File: config.mk
export PLATFORM = sky130hd
export DESIGN_NAME = serial_bank_mapper
export DESIGN_NICKNAME = d
export VERILOG_FILES = /design/src/sbm_pkg.sv /design/src/sbm_serial_load.sv /design/src/serial_bank_mapper.sv
export VERILOG_INCLUDE_DIRS = /design/src /design/src/src
export SDC_FILE = /design/constraint.sdc
export NUM_CORES = 1
export LEC_CHECK = 0
export ABC_CLOCK_PERIOD_IN_PS = 8100
export BUFFER_PORTS_ARGS = -buffer_cell sky130_fd_sc_hd__buf_4
export CELL_PAD_IN_SITES_DETAIL_PLACEMENT = 2
export CELL_PAD_IN_SITES_GLOBAL_PLACEMENT = 2
export CORE_AREA = 2 2 114 116
export CTS_BUF_LIST = sky130_fd_sc_hd__clkbuf_4
export CTS_CLUSTER_SIZE = 10
export DETAILED_ROUTE_END_ITERATION = 8
export DIE_AREA = 0 0 116 118
export PLACE_DENSITY = 0.67
export SYNTH_ARGS = -nofsm -noshare
export SYNTH_HDL_FRONTEND = slang
export SYNTH_SLANG_ARGS = --single-unit
File: constraint.sdc
create_clock -name clk_i -period 8.1 [get_ports clk_i]
set_input_delay 2.43 -clock clk_i [delete_from_list [all_inputs] [get_ports clk_i]]
set_output_delay 2.43 -clock clk_i [all_outputs]
set_load 0.05 [all_outputs]
File: src/serial_bank_mapper_assert.svh
// ----------------------------------------------------------------------------
// Serial bank mapper assertion macros
// Concurrent assertion helpers, compiled out when SYNTH is defined.
// ----------------------------------------------------------------------------
`ifndef SERIAL_BANK_MAPPER_ASSERT_SVH
`define SERIAL_BANK_MAPPER_ASSERT_SVH

`ifndef SYNTH
`define SBM_ASSERT(label, prop) \
  label: assert property (@(posedge clk_i) disable iff (!rst_ni) (prop)) \
    else $error("sbm assertion failed");
`define SBM_ASSERT_NEVER(label, expr) \
  label: assert property (@(posedge clk_i) disable iff (!rst_ni) !(expr)) \
    else $error("sbm forbidden condition seen");
`else
`define SBM_ASSERT(label, prop)
`define SBM_ASSERT_NEVER(label, expr)
`endif

`endif

File: src/sbm_pkg.sv
// ----------------------------------------------------------------------------
// Serial bank mapper package
// Shared types, constants and the program ROM address translation.
// ----------------------------------------------------------------------------
`default_nettype none

package sbm_pkg;

  localparam int unsigned BankBits  = 14;   // 16 KiB banks
  localparam int unsigned MaxBanks  = 64;
  localparam int unsigned BankIdxW  = 6;    // log2(MaxBanks)
  localparam int unsigned RomAddrW  = BankIdxW + BankBits;
  localparam int unsigned CountW    = 7;
  localparam int unsigned RegW      = 5;

  localparam logic [CountW-1:0] CountReset  = 7'd2;
  localparam logic [RegW-1:0]   ShiftMarker = 5'h10;
  localparam logic [RegW-1:0]   ModeBits    = 5'h0C;

  localparam logic [1:0] AddrPrgBankCount = 2'd0;

  typedef enum logic [1:0] {
    SEL_CONTROL = 2'd0,
    SEL_CHR_A   = 2'd1,
    SEL_CHR_B   = 2'd2,
    SEL_PRG     = 2'd3
  } sbm_sel_e;

  typedef struct packed {
    logic [RegW-1:0] control;
    logic [RegW-1:0] chr_a;
    logic [RegW-1:0] chr_b;
    logic [RegW-1:0] prg;
  } sbm_regs_t;

  typedef struct packed {
    logic                ok;
    logic [RomAddrW-1:0] rom;
  } sbm_xlate_t;

  // Fixed-last-bank translation: lower half switchable, upper half last bank.
  function automatic sbm_xlate_t sbm_translate(logic [CountW-1:0] count,
                                               logic [RegW-1:0]   prg,
                                               logic [15:0]       addr);
    sbm_xlate_t        res;
    logic              hi;
    logic [CountW-1:0] bank;
    res.ok = (count != '0) && (count <= CountW'(MaxBanks)) && !addr[15];
    // single bank: upper half folds onto the lower half
    hi   = addr[BankBits] && (count != CountW'(1));
    bank = hi ? (count - CountW'(1)) : {{(CountW-4){1'b0}}, prg[3:0]};
    if (bank >= count) begin
      res.ok = 1'b0;
    end
    res.rom = res.ok ? {bank[BankIdxW-1:0], addr[BankBits-1:0]} : '0;
    return res;
  endfunction

endpackage

`default_nettype wire

File: src/sbm_serial_load.sv
// ----------------------------------------------------------------------------
// Serial bank mapper loader
// Five-write serial shift register and the control and bank registers.
// ----------------------------------------------------------------------------
`default_nettype none

module sbm_serial_load import sbm_pkg::*; (
  input  wire logic       clk_i,
  input  wire logic       rst_ni,
  input  wire logic       wr_en_i,
  input  wire logic [1:0] sel_i,
  input  wire logic [7:0] data_i,
  output sbm_regs_t       regs_o,      // register values after this beat
  output logic            ctrl_load_o
);

  logic [RegW-1:0] shift_q, shift_d, shifted;
  sbm_regs_t       regs_q, regs_d;
  sbm_sel_e        sel;

  assign sel     = sbm_sel_e'(sel_i);
  assign shifted = {data_i[0], shift_q[RegW-1:1]};

  always_comb begin
    shift_d     = shift_q;
    regs_d      = regs_q;
    ctrl_load_o = 1'b0;
    if (wr_en_i) begin
      if (data_i[7:4] != 4'h0) begin
        shift_d        = ShiftMarker;
        regs_d.control = regs_q.control | ModeBits;
      end else if (shift_q[0]) begin
        shift_d = ShiftMarker;
        unique case (sel)
          SEL_CONTROL: begin
            regs_d.control = shifted;
            ctrl_load_o    = 1'b1;
          end
          SEL_CHR_A: regs_d.chr_a = shifted;
          SEL_CHR_B: regs_d.chr_b = shifted;
          SEL_PRG:   regs_d.prg   = shifted;
          default:   regs_d.prg   = shifted;
        endcase
      end else begin
        shift_d = shifted;
      end
    end
  end

  always_ff @(posedge clk_i or negedge rst_ni) begin
    if (!rst_ni) begin
      shift_q        <= ShiftMarker;
      regs_q.control <= ModeBits;
      regs_q.chr_a   <= '0;
      regs_q.chr_b   <= '0;
      regs_q.prg     <= '0;
    end else begin
      shift_q <= shift_d;
      regs_q  <= regs_d;
    end
  end

  assign regs_o = regs_d;

endmodule

`default_nettype wire

File: src/serial_bank_mapper.sv
// ----------------------------------------------------------------------------
// Serial bank mapper
// Cartridge program bank mapper with serial register loading.
//
//   channel   dir  handshake                 payload
//   s_axis    in   tvalid/tready             tuser op, tdata addr+data
//   m_axis    out  tvalid/tready             tuser status, tdata results
//   apb       in   psel/penable/pwrite       prg_bank_count at 0x0
//
// One beat per cycle sustained while m_axis_tready keeps up; each result appears in the
// cycle after its beat is accepted, held in the result register. A new beat enters while
// the previous result is being taken. Register state updates when the input beat is
// accepted. Reset sets all mapper registers to fixed values; no clearing pass.
// ----------------------------------------------------------------------------
`default_nettype none

module serial_bank_mapper import sbm_pkg::*; (
  input  wire logic        clk_i,
  input  wire logic        rst_ni,
  // input stream
  input  wire logic        s_axis_tvalid,
  output logic             s_axis_tready,
  input  wire logic [23:0] s_axis_tdata,   // address[15:0], write_data[23:16]
  input  wire logic [0:0]  s_axis_tuser,   // operation[0]
  // result stream
  output logic             m_axis_tvalid,
  input  wire logic        m_axis_tready,
  output logic [39:0]      m_axis_tdata,   // rom_address[19:0], mirroring_mode[21:20],
                                           // mirroring_changed[22], chr_bank_first[27:23],
                                           // chr_bank_second[32:28], zero[39:33]
  output logic [0:0]       m_axis_tuser,   // status[0]
  // configuration
  input  wire logic        psel,
  input  wire logic        penable,
  input  wire logic        pwrite,
  input  wire logic [1:0]  paddr,
  input  wire logic [31:0] pwdata,
  output logic [31:0]      prdata,
  output logic             pready
);

  logic              in_beat, is_write, wr_en, ctrl_load;
  logic [15:0]       addr;
  logic [7:0]        wdata;
  sbm_regs_t         regs;
  sbm_xlate_t        xl;
  logic [CountW-1:0] count_q;

  logic                m_valid_q;
  logic                status_q;
  logic [RomAddrW-1:0] rom_q;
  logic [1:0]          mirror_q;
  logic                changed_q;
  logic [RegW-1:0]     chr_a_q, chr_b_q;

  // config
  assign pready = 1'b1;
  assign prdata = (paddr == AddrPrgBankCount) ? {{(32-CountW){1'b0}}, count_q} : '0;

  always_ff @(posedge clk_i or negedge rst_ni) begin
    if (!rst_ni) begin
      count_q <= CountReset;
    end else if (psel && penable && pwrite && paddr == AddrPrgBankCount) begin
      count_q <= pwdata[CountW-1:0];
    end
  end

  // input
  assign s_axis_tready = !m_valid_q || m_axis_tready;
  assign in_beat       = s_axis_tvalid && s_axis_tready;
  assign addr          = s_axis_tdata[15:0];
  assign wdata         = s_axis_tdata[23:16];
  assign is_write      = s_axis_tuser[0];
  assign wr_en         = in_beat && is_write && !addr[15];

  sbm_serial_load u_load (
    .clk_i       (clk_i),
    .rst_ni      (rst_ni),
    .wr_en_i     (wr_en),
    .sel_i       (addr[14:13]),
    .data_i      (wdata),
    .regs_o      (regs),
    .ctrl_load_o (ctrl_load)
  );

  assign xl = sbm_translate(count_q, regs.prg, addr);

  // result register
  always_ff @(posedge clk_i or negedge rst_ni) begin
    if (!rst_ni) begin
      m_valid_q <= 1'b0;
    end else if (s_axis_tready) begin
      m_valid_q <= s_axis_tvalid;
    end
  end

  always_ff @(posedge clk_i) begin
    if (in_beat) begin
      status_q  <= is_write ? addr[15] : !xl.ok;
      rom_q     <= is_write ? '0 : xl.rom;
      mirror_q  <= regs.control[1:0];
      changed_q <= ctrl_load;
      chr_a_q   <= regs.chr_a;
      chr_b_q   <= regs.chr_b;
    end
  end

  assign m_axis_tvalid = m_valid_q;
  assign m_axis_tuser  = status_q;
  assign m_axis_tdata  = {7'b0, chr_b_q, chr_a_q, changed_q, mirror_q, rom_q};

`include "serial_bank_mapper_assert.svh"

  `SBM_ASSERT(a_changed_ok, (m_axis_tvalid && m_axis_tdata[22]) |-> !m_axis_tuser[0])
  `SBM_ASSERT(a_rom_ok, (m_axis_tvalid && m_axis_tdata[19:0] != '0) |-> !m_axis_tuser[0])
  `SBM_ASSERT_NEVER(a_stall_blocks, m_axis_tvalid && !m_axis_tready && s_axis_tready)

endmodule

`default_nettype wire

# == Word level (Yosys, flattened, before mapping) ==
# Index checks and enable logic that the tools add are counted.
# totals
register_bits,64
wordCells,60
# op_classes
n_addsub,1
n_lt_le_gt_ge,2
eq_ne,4
mux,15
bitwise_logic,4
reduce_logical,20
# op_table
op,count
two-way mux 17 bit,2
two-way mux 5 bit,5
two-way mux 15 bit,1
two-way mux 7 bit,2
logical AND 1 bit,9
>= comparator 7 bit,1
"less-or-equal comparator 7 bit, second input constant",1
"inequality test 7 x 1 -> 1 bit, second input constant",1
nonzero test 7 bit,1
"subtractor 7 x 1 -> 7 bit, second input constant",1
"== test 2 bit, second input constant",2
zero test 2 bit,2
two-way mux 2 bit,2
inverter 1 bit,4
AND reduction 4 bit,1
nonzero test 4 bit,1
zero test 1 bit,3
two-way mux 1 bit,3
OR reduction 3 bit,1
"== test 2 x 1 -> 1 bit, second input constant",1
OR reduction 2 bit,1
logical OR 1 bit,1

# == Longest topological paths before layout ==
# Gate-level depths: netlist of the first run.
# logic_depth
ltp_word,11
ltp_mapped,12

# == Modules after synthesis ==
# Synthesis of the first run repeated with hierarchy kept, for this count alone.
# hier_totals
cells_unflattened,254
area_unflattened_um2,3405.8
# by_module_without_submodules
mod,n_inst,cells_per_inst,area_per_inst_um2,seq_area_each_um2
serial_bank_mapper,1,182,2319.7,1222.4
sbm_serial_load,1,72,1086.0,629.4

# == Least setup slack after synthesis of the first run ==
# OpenSTA, ideal clock, no wires.
# synth_path
kind,input to output
start,in paddr[1]
end,out prdata[0]
arrival_ns,3.687
required_time_ns,5.670
setup_slack_ns,1.983
stages,2
n_path_buf,1
cell_sequence,clkbuf_1 > nor3_1
# synth_via
elab_chain_len,2
# synth_rtl
item,line_no,text
start: declaration,serial_bank_mapper.sv:36,"input wire logic [1:0] paddr,"
zero test 2 bit,serial_bank_mapper.sv:58,"assign prdata = (paddr == AddrPrgBankCount) ? {{(32-CountW){1'b0}}, count_q} : '0;"
two-way mux 7 bit,serial_bank_mapper.sv:58,
end: declaration,serial_bank_mapper.sv:38,"output logic [31:0] prdata,"
# Every way passes these cells.

# == Final worst setup path of the first run ==
# layout_path
start,in paddr[1]
end,out prdata[2]
# The elaborated chain is that of the path after synthesis.

==> results of run 1 <==
-- cell usage after synthesis, drive strengths merged, types with 2 or more instances --
master / instances
xnor2: 5
dfstp: 2
nand2b: 3
a22o: 3
edfxtp: 34
nand2: 7
nor3: 12
a21boi: 2
a211oi: 4
and2: 16
mux2: 20
and4: 2
nor2: 8
ha: 10
o21ai: 2
a21oi: 6
nand4: 2
buf: 37
nand3: 5
dfrtp: 27
inv: 10
conb: 2
nor4: 3
clkbuf: 3
and3: 2
-- routing by layer --
| layer | GRT usage (%) | vias up |
|---|---|---|
| met5 | 0 | - |
| met4 | 4.02 | 0 |
| met3 | 2.99 | 11 |
| met2 | 16.6 | 72 |
| met1 | 14.1 | 972 |
| li1 | - | 951 |
-- state kept, by name, indices dropped and copies added (netlist names) --
| name | count |
|---|---|
| count_q | 7 |
| u_load.regs_q | 16 |
| u_load.shift_q | 5 |
| chr_a_q | 5 |
| mirror_q | 2 |
| m_axis_tuser | 1 |
| chr_b_q | 5 |
| rom_q | 20 |
| m_axis_tvalid | 1 |
| changed_q | 1 |
-- cell families (layout without fill, tap and decap cells) --
logic type	after synthesis	count (layout)	share of synthesized area, %
compound gates	23	23	5.22
fa+ha+maj	10	10	4.11
mux	21	21	7.73
buf+inv	50	107	10.6
xor+xnor	6	6	1.73
other cells	2	33	0.247
flops	63	63	57.5
simple gates	66	66	12.9
-- final cells by class --
cell class                 instances  area, um2  area share (%)
clock inverter                     7       80.1            2.08
clock buffer                       9       67.6            1.75
inverter                          10       37.5           0.975
tap                              172        215            5.59
sequential                        63       1750            45.4
multi-input combinational        159       1090            28.4
timing repair buffer              81        608            15.8
-- where the power goes --
| group | total (mW) | internal (mW) | switching (mW) |
|---|---|---|---|
| clock | 0.227 | 0.0970 | 0.130 |
| sequential | 0.375 | 0.362 | 0.0131 |
| combinational | 0.234 | 0.0725 | 0.161 |
| total | 0.836 | 0.531 | 0.305 |
-- worst max-delay path, stage by stage --
cell    delay, ns
buf_4        0.14
nor3_1       0.25
buf_4        0.25
-- stage by stage --
step	util (%)	area [um2]	setup WS, ns	hold slack (ns)	std cells
after floorplan	-	3160	1.98	0.466	272
after global placement	29.8	3700	2.25	0.478	485
after detailed placement	29.8	3700	2.31	0.487	485
after CTS	31.0	3850	2.60	0.516	501
after global routing	31.0	3850	2.44	0.531	501
final	31.0	3850	2.59	0.511	501
-- worst paths after layout --
path / startpoint / endpoint / slack (ns) / depth (start not counted)
max in group asynchronous: rst_ni / count_q[1]$_DFFE_PN1P_ / 5.86 / 1
worst min-delay path: u_load.regs_q[8]$_DFF_PN0_ / u_load.regs_q[8]$_DFF_PN0_ / 0.51 / 1
worst min register to register: u_load.regs_q[8]$_DFF_PN0_ / u_load.regs_q[8]$_DFF_PN0_ / 0.51 / 1
worst max-delay path: paddr[1] / prdata[2] / 2.59 / 3
min in group asynchronous: rst_ni / u_load.regs_q[14]$_DFF_PN0_ / 1.91 / 1
worst max register to register: count_q[2]$_DFFE_PN0P_ / rom_q[17]$_SDFFCE_PP0N_ / 4.30 / 9
==> results.json, run 1 <==
{
  "status": "completed",
  "synth_cell_types": 44,
  "p_per_area_mw_per_mm2": 217,
  "dr.pass1.iters": 4,
  "min_period_ns": 5.51,
  "clk_latency_ns": 0.42,
  "die_w_um": 116,
  "finalPower_mw": 0.836,
  "drtIter0Drc": 86,
  "rsz0062_at_grt": "no",
  "antenna_found_initial": 0,
  "diodes": 0,
  "setup_viol": 0,
  "die_area_mm2": 0.0137,
  "hpwlAfterDp_mm": 5.31,
  "final_common_cell": "buf_4",
  "wl_per_cell_um": 13.9,
  "yosysTopAreaCellShare_pct": 33.5,
  "final_cell_mix": "81 x buf_4, 34 x edfxtp_1, 33 x conb_1",
  "drc": 0,
  "syn_area_per_cell_um2": 12.6,
  "period_share_pct": 68.0,
  "path_class": "in -> out",
  "grt_pass1_wl_mm": 11.3,
  "ys_top_cells_by_area": "edfxtp_1 34%, dfrtp_1 22%, buf_4 8.4%",
  "final_hold_viol_count": 0,
  "area_growth_pct": 26.5,
  "first_global_vias": 2142,
  "ys_seq_area_share_pct": 57.5,
  "hold_class": "reg -> reg",
  "maxCapViolCount": 0,
  "grt_max_degree": 36,
  "wl_met1_mm": 3.04,
  "dr.max_layer_used": "met4",
  "worst-path-max-fanout": 8,
  "viasPerCell": 4.00,
  "drive_gt1_share_pct": 38.0,
  "core_area_mm2": 0.0124,
  "skew_ns": 0.0167,
  "ys_ff_latch": 63,
  "route.met3.wl_um": 453,
  "leakagePower_nw": 1.75,
  "clk_pin_slew_ns": 0.11,
  "worst_pin_slew_ns": 0.992,
  "cts_resized": 0,
  "grt-ovfl-total": 0,
  "postCtsSetupBuffers": 0,
  "fin_nets": 400,
  "clockBufferDepth": 2,
  "cts_tree": "yes",
  "fill_cells": 1384,
  "rows": 41,
  "slew_headroom_pct": 33.3,
  "yosysWarnings": 0,
  "slew_viol_final": 0,
  "crit_arrival_ns": 3.08,
  "ys_async_sr_fraction_pct": 46.0,
  "setup-tns-final_ns": 0,
  "vdd_drop_max_v": 0.0000616,
  "synth_edf_count": 34,
  "cts_sinks": 63,
  "cp-start-kind": "input pin",
  "synthesis.area_mm2": 0.00304,
  "holdBufCountCts": 0,
  "grt_usage_pct": 10.7,
  "place_congestion": 0.749,
  "ant_nets": 0,
  "io_buffers": 80,
  "synth_flop_cell": "edfxtp_1",
  "cts-buffers-inserted": 9,
  "start_util_pct": 24.5,
  "synth_cells": 241,
  "yosysTopAreaCell": "edfxtp_1",
  "die_h_um": 118,
  "fmax_ghz": 0.181,
  "cp.required_ns": 5.67,
  "end_kind": "output port",
  "cts-root-buf": "clkbuf_4",
  "dr_wl_met2_mm": 3.39,
  "num_vias": 2006,
  "num_io_pins": 142,
  "routed_wl_mm": 6.98,
  "htreeDepth": 3
}
No activity file was read; power rests on OpenSTA's default activity.
==> inputs of run 2 (changes only) <==
--- a/config.mk
+++ b/config.mk
@@ -6,7 +6,7 @@
 export SDC_FILE = /design/constraint.sdc
 export NUM_CORES = 1
 export LEC_CHECK = 0
-export ABC_CLOCK_PERIOD_IN_PS = 8100
+export ABC_CLOCK_PERIOD_IN_PS = 5780
 export BUFFER_PORTS_ARGS = -buffer_cell sky130_fd_sc_hd__buf_4
 export CELL_PAD_IN_SITES_DETAIL_PLACEMENT = 2
 export CELL_PAD_IN_SITES_GLOBAL_PLACEMENT = 2
==> constraint.sdc (replaced) <==
create_clock -name clk_i -period 5.78 [get_ports clk_i]
set_input_delay 1.734 -clock clk_i [delete_from_list [all_inputs] [get_ports clk_i]]
set_output_delay 1.734 -clock clk_i [all_outputs]
set_load 0.05 [all_outputs]
==> results.json, run 2 (same netlist as run 1, synthesis figures left out) <==
{
  "status": "completed",
  "period_share_pct": 81.1,
  "grt_max_degree": 36,
  "slew_viol_final": 0,
  "min_period_ns": 4.69,
  "die_area_mm2": 0.0137,
  "grt_pass1_wl_mm": 11.0,
  "clk_latency_ns": 0.43,
  "fin_nets": 400,
  "cts-buffers-inserted": 9,
  "drive_gt1_share_pct": 37.7,
  "setup-tns-final_ns": 0,
  "fmax_ghz": 0.213,
  "drtIter0Drc": 53,
  "area_growth_pct": 26.3,
  "crit_top_cell": "a21oi_1",
  "maxCapViolCount": 0,
  "routed_wl_mm": 6.96,
  "viasPerCell": 4.02,
  "fill_cells": 1392,
  "leakagePower_nw": 1.76,
  "drc": 0,
  "end_kind": "register",
  "crit_path_start": "s_axis_tuser",
  "power_frac_seq_pct": 45.3,
  "skew_ns": 0.0158,
  "crit_arrival_ns": 4.99,
  "place_ws_ns": 0.582,
  "ant_nets": 0,
  "vdd_drop_max_v": 0.0000663,
  "setup_viol": 0,
  "grt_usage_pct": 10.6,
  "wl_per_cell_um": 13.9,
  "clockBufferDepth": 2,
  "hold_ws_ns": 0.514,
  "cp_top_family": "simple AND/OR/NAND/NOR gates",
  "cp-start-kind": "input pin",
  "rows": 41,
  "dr.pass1.iters": 3,
  "worst-path-max-fanout": 15,
  "start_util_pct": 24.5,
  "place_congestion": 0.749,
  "num_io_pins": 142,
  "final_cell_mix": "81 x buf_4, 34 x edfxtp_1, 33 x conb_1",
  "path_class": "in -> reg",
  "htreeDepth": 3,
  "cts_sinks": 63,
  "critPathBufInv": 1,
  "setup_slack_ns": 1.09,
  "crit_path_max_incr_delay_ns": 0.92,
  "die_w_um": 116,
  "multi_input_area_mm2": 0.00109,
  "diodes": 0,
  "crit_path_top_delay_cell": "nor4_2",
  "hpwlAfterDp_mm": 5.28,
  "worst_pin_slew_ns": 1.07,
  "io_buffers": 80,
  "p_per_area_mw_per_mm2": 302,
  "final_common_cell": "buf_4",
  "cts_tree": "yes",
  "core_area_mm2": 0.0124,
  "clk_pin_slew_ns": 0.11,
  "largest_register": "rom_q",
  "comb_power_share_pct": 28.0,
  "sw_frac_of_total_pct": 36.2,
  "holdBufCountCts": 0,
  "die_h_um": 118,
  "p_clk_share_pct": 26.7,
  "grt-ovfl-total": 0,
  "internal-power_mw": 0.741,
  "hold_class": "reg -> reg",
  "postCtsSetupBuffers": 0,
  "p_switching_mw": 0.421,
  "rsz0062_at_grt": "no",
  "final_hold_viol_count": 0,
  "cts_resized": 0,
  "cp_cell_sequence": "buf_4 > nor2b_4 > and3_1 > and4_1 > mux2i_1 > a21oi_1 > ha_1 > a21oi_1 > a21oi_1 > nor4_2 > o211a_1",
  "cp.required_ns": 6.08,
  "seq_area_mm2": 0.00175,
  "slew_headroom_pct": 28.1,
  "antenna_found_initial": 0,
  "num_vias": 2015,
  "first_global_vias": 2121,
  "largest_register_ffs": 20,
  "r2r_start": "count_q[2]$_DFFE_PN0P_",
  "cts-root-buf": "clkbuf_4",
  "top_regs": "rom_q (20), u_load.regs_q (16), count_q (7)",
  "worstHoldStart": "u_load.regs_q[7]$_DFF_PN0_"
}
-- run 2: path summary, 6_finish.rpt --
check / endpoint / slack, ns / cells after the start
min in group asynchronous: u_load.regs_q[10]$_DFF_PN0_ / 1.21 / 1
max: rom_q[17]$_SDFFCE_PP0N_ / 1.09 / 11
max reg2reg: rom_q[17]$_SDFFCE_PP0N_ / 2.02 / 9
min reg2reg: u_load.regs_q[7]$_DFF_PN0_ / 0.51 / 1
max in group asynchronous: count_q[1]$_DFFE_PN1P_ / 4.24 / 1
min: u_load.regs_q[7]$_DFF_PN0_ / 0.51 / 1
-- run 2: final cells by class --
class / count / area share [%]
sequential: 63 / 45.5
multi-input combinational: 159 / 28.5
timing repair buffer: 81 / 15.8
tap: 172 / 5.60
clock inverter: 7 / 1.89
clock buffer: 9 / 1.76
inverter: 10 / 0.977
-- run 2: through the flow --
step | cell area, um2 | power, mW | instances | util [%]
after detailed placement | 3700 | 0.867 | 485 | 29.8
after global placement | 3700 | 0.857 | 485 | 29.8
final | 3840 | 1.16 | 501 | 31.0
after floorplan | 3160 | 0.785 | 272 | -
after global routing | 3840 | 1.23 | 501 | 31.0
after CTS | 3840 | 1.18 | 501 | 31.0
-- run 2: layer usage --
metal | GRT usage (%) | vias up | part of all wire (%)
met4 | 4.91 | 0 | 2.0
met5 | 0 | - | 0
met3 | 2.99 | 13 | 6.2
met2 | 16.5 | 72 | 47
met1 | 13.6 | 979 | 45
li1 | - | 951 | -
-- run 2: power by group through the flow --
stage / Sequential, mW / Clock [mW] / Combinational [mW]
after detailed placement: 0.537 / 0 / 0.330
final: 0.526 / 0.310 / 0.325
after global routing: 0.531 / 0.345 / 0.357
after floorplan: 0.585 / 0 / 0.200
after global placement: 0.534 / 0 / 0.323
after CTS: 0.527 / 0.327 / 0.331
==> inputs of run 3 (changes only) <==
--- a/config.mk
+++ b/config.mk
@@ -6,7 +6,7 @@
 export SDC_FILE = /design/constraint.sdc
 export NUM_CORES = 1
 export LEC_CHECK = 0
-export ABC_CLOCK_PERIOD_IN_PS = 5780
+export ABC_CLOCK_PERIOD_IN_PS = 4800
 export BUFFER_PORTS_ARGS = -buffer_cell sky130_fd_sc_hd__buf_4
 export CELL_PAD_IN_SITES_DETAIL_PLACEMENT = 2
 export CELL_PAD_IN_SITES_GLOBAL_PLACEMENT = 2
==> constraint.sdc (replaced) <==
create_clock -name clk_i -period 4.8 [get_ports clk_i]
set_input_delay 1.44 -clock clk_i [delete_from_list [all_inputs] [get_ports clk_i]]
set_output_delay 1.44 -clock clk_i [all_outputs]
set_load 0.05 [all_outputs]
==> results.json, run 3 (same netlist as run 1, synthesis figures left out) <==
{
  "status": "completed",
  "hpwlAfterDp_mm": 5.52,
  "grt_usage_pct": 11.1,
  "dr.pass1.iters": 4,
  "wl_per_cell_um": 14.6,
  "final_hold_viol_count": 0,
  "io_buffers": 80,
  "largest_register_ffs": 20,
  "htreeDepth": 3,
  "maxCapViolCount": 0,
  "drtIter0Drc": 46,
  "clk_pin_slew_ns": 0.13,
  "grt_use_met3_pct": 2.47,
  "drive_gt1_share_pct": 38.6,
  "diodes": 0,
  "clk_latency_ns": 0.42,
  "antenna_found_initial": 0,
  "setup-tns-final_ns": 0,
  "ant_nets": 0,
  "finalNonFillerCells": 504,
  "r2r_start": "count_q[2]$_DFFE_PN0P_",
  "cts_resized": 0,
  "largest_register": "rom_q",
  "die_w_um": 116,
  "r2r_setup_slack_ns": 1.02,
  "rsz0062_at_grt": "no",
  "rows": 41,
  "place_congestion": 0.766,
  "final_cell_mix": "84 x buf_4, 34 x edfxtp_1, 33 x conb_1",
  "cts_sinks": 63,
  "core_area_mm2": 0.0124,
  "fin_nets": 403,
  "num_vias": 2041,
  "start_util_pct": 24.5,
  "p_per_area_mw_per_mm2": 398,
  "hold_ws_ns": 0.504,
  "area_growth_pct": 29.3,
  "cts-root-buf": "clkbuf_4",
  "skew_ns": 0.0222,
  "grt_pass1_wl_mm": 11.4,
  "end_kind": "register",
  "place_ws_ns": 0.0132,
  "leakagePower_nw": 1.80,
  "postCtsSetupBuffers": 0,
  "grt_use_met2_pct": 18.2,
  "grt_max_degree": 36,
  "viasPerCell": 4.05,
  "setup_viol": 0,
  "slew_headroom_pct": 30.8,
  "grt-ovfl-total": 0,
  "period_share_pct": 88.6,
  "cp.required_ns": 5.10,
  "holdBufCountCts": 0,
  "top_regs": "rom_q (20), u_load.regs_q (16), count_q (7)",
  "final_util_pct": 31.7,
  "cts_tree": "yes",
  "first_global_vias": 2181,
  "place_inst": 488,
  "fmax_ghz": 0.235,
  "die_area_mm2": 0.0137,
  "timing.rr.end": "rom_q[17]$_SDFFCE_PP0N_",
  "routed_wl_mm": 7.38,
  "worst_pin_slew_ns": 1.03,
  "endpoint": "rom_q[17]$_SDFFCE_PP0N_",
  "min_period_ns": 4.25,
  "vdd_drop_max_v": 0.000106,
  "clockBufferDepth": 2,
  "cp-start-kind": "input pin",
  "crit_arrival_ns": 4.55,
  "path_class": "in -> reg",
  "crit_path_start": "s_axis_tdata[21]",
  "num_io_pins": 142,
  "r2r_cells": 9,
  "hold_class": "reg -> reg",
  "die_h_um": 118,
  "final_common_cell": "buf_4",
  "setup_slack_ns": 0.546,
  "fill_cells": 1384,
  "worst-path-max-fanout": 15,
  "slew_viol_final": 0,
  "grt.busiest_layer": "met2",
  "cts-buffers-inserted": 9,
  "drc": 0,
  "use_met1_pct": 13.6
}
run 3: cell types whose count changed in the layout (fill, tap and decap cells not counted):
cell	previous run	this run
buf_4	81	84
bufinv_16	1	4
clkinv_1	1	0
clkinv_2	1	0
clkinv_4	2	0
clkinvlp_4	1	2
run 3: how the worst min path moves through the flow:
stage | from | to | slack, ns | depth (start not counted)
2_1_floorplan | u_load.regs_q[2]$_DFF_PN0_ | u_load.regs_q[2]$_DFF_PN0_ | 0.47 | 2
3_3_place_gp | u_load.regs_q[7]$_DFF_PN0_ | u_load.regs_q[7]$_DFF_PN0_ | 0.48 | 1
3_5_place_dp | u_load.regs_q[7]$_DFF_PN0_ | u_load.regs_q[7]$_DFF_PN0_ | 0.48 | 1
4_1_cts | u_load.regs_q[7]$_DFF_PN0_ | u_load.regs_q[7]$_DFF_PN0_ | 0.51 | 1
5_1_grt | u_load.regs_q[8]$_DFF_PN0_ | u_load.regs_q[8]$_DFF_PN0_ | 0.54 | 1
6_report | u_load.regs_q[7]$_DFF_PN0_ | u_load.regs_q[7]$_DFF_PN0_ | 0.50 | 1
run 3: per-stage QoR:
stage / cell area (um2) / power (mW)
after global placement: 3730 / 1.03
final: 3940 / 1.57
after global routing: 3940 / 1.65
after detailed placement: 3730 / 1.05
after CTS: 3940 / 1.59
after floorplan: 3160 / 0.945
run 3: critical path: stages:
cell,delay (ns)
buf_4,0.12
nor4_4,0.41
and4_1,0.29
a21boi_0,0.14
o31ai_1,0.36
ha_1,0.30
nand2b_1,0.15
nand3_1,0.08
a21oi_1,0.10
nor4_2,0.89
o211a_1,0.27
run 3: cell type report:
class                           count  area, um2  share of cell area [%]
Clock buffer                        9       67.6                    1.72
Clock inverter                      7        144                    3.65
Inverter                           10       37.5                   0.953
Multi-Input combinational cell    159       1090                    27.8
Sequential cell                    63       1750                    44.4
Tap cell                          172        215                    5.47
Timing Repair Buffer               84        631                    16.0
run 3: power by group:
group / internal (mW) / leakage [nW] / switching (mW)
clock: 0.318 / 0.103 / 0.219
combinational: 0.123 / 0.975 / 0.273
sequential: 0.611 / 0.721 / 0.0231
run 3: metal layers:
metal	part of all wire, %	vias up
met2	49	72
li1	-	954
met4	1.7	0
met1	44	1006
met3	5.4	9
met5	0	-
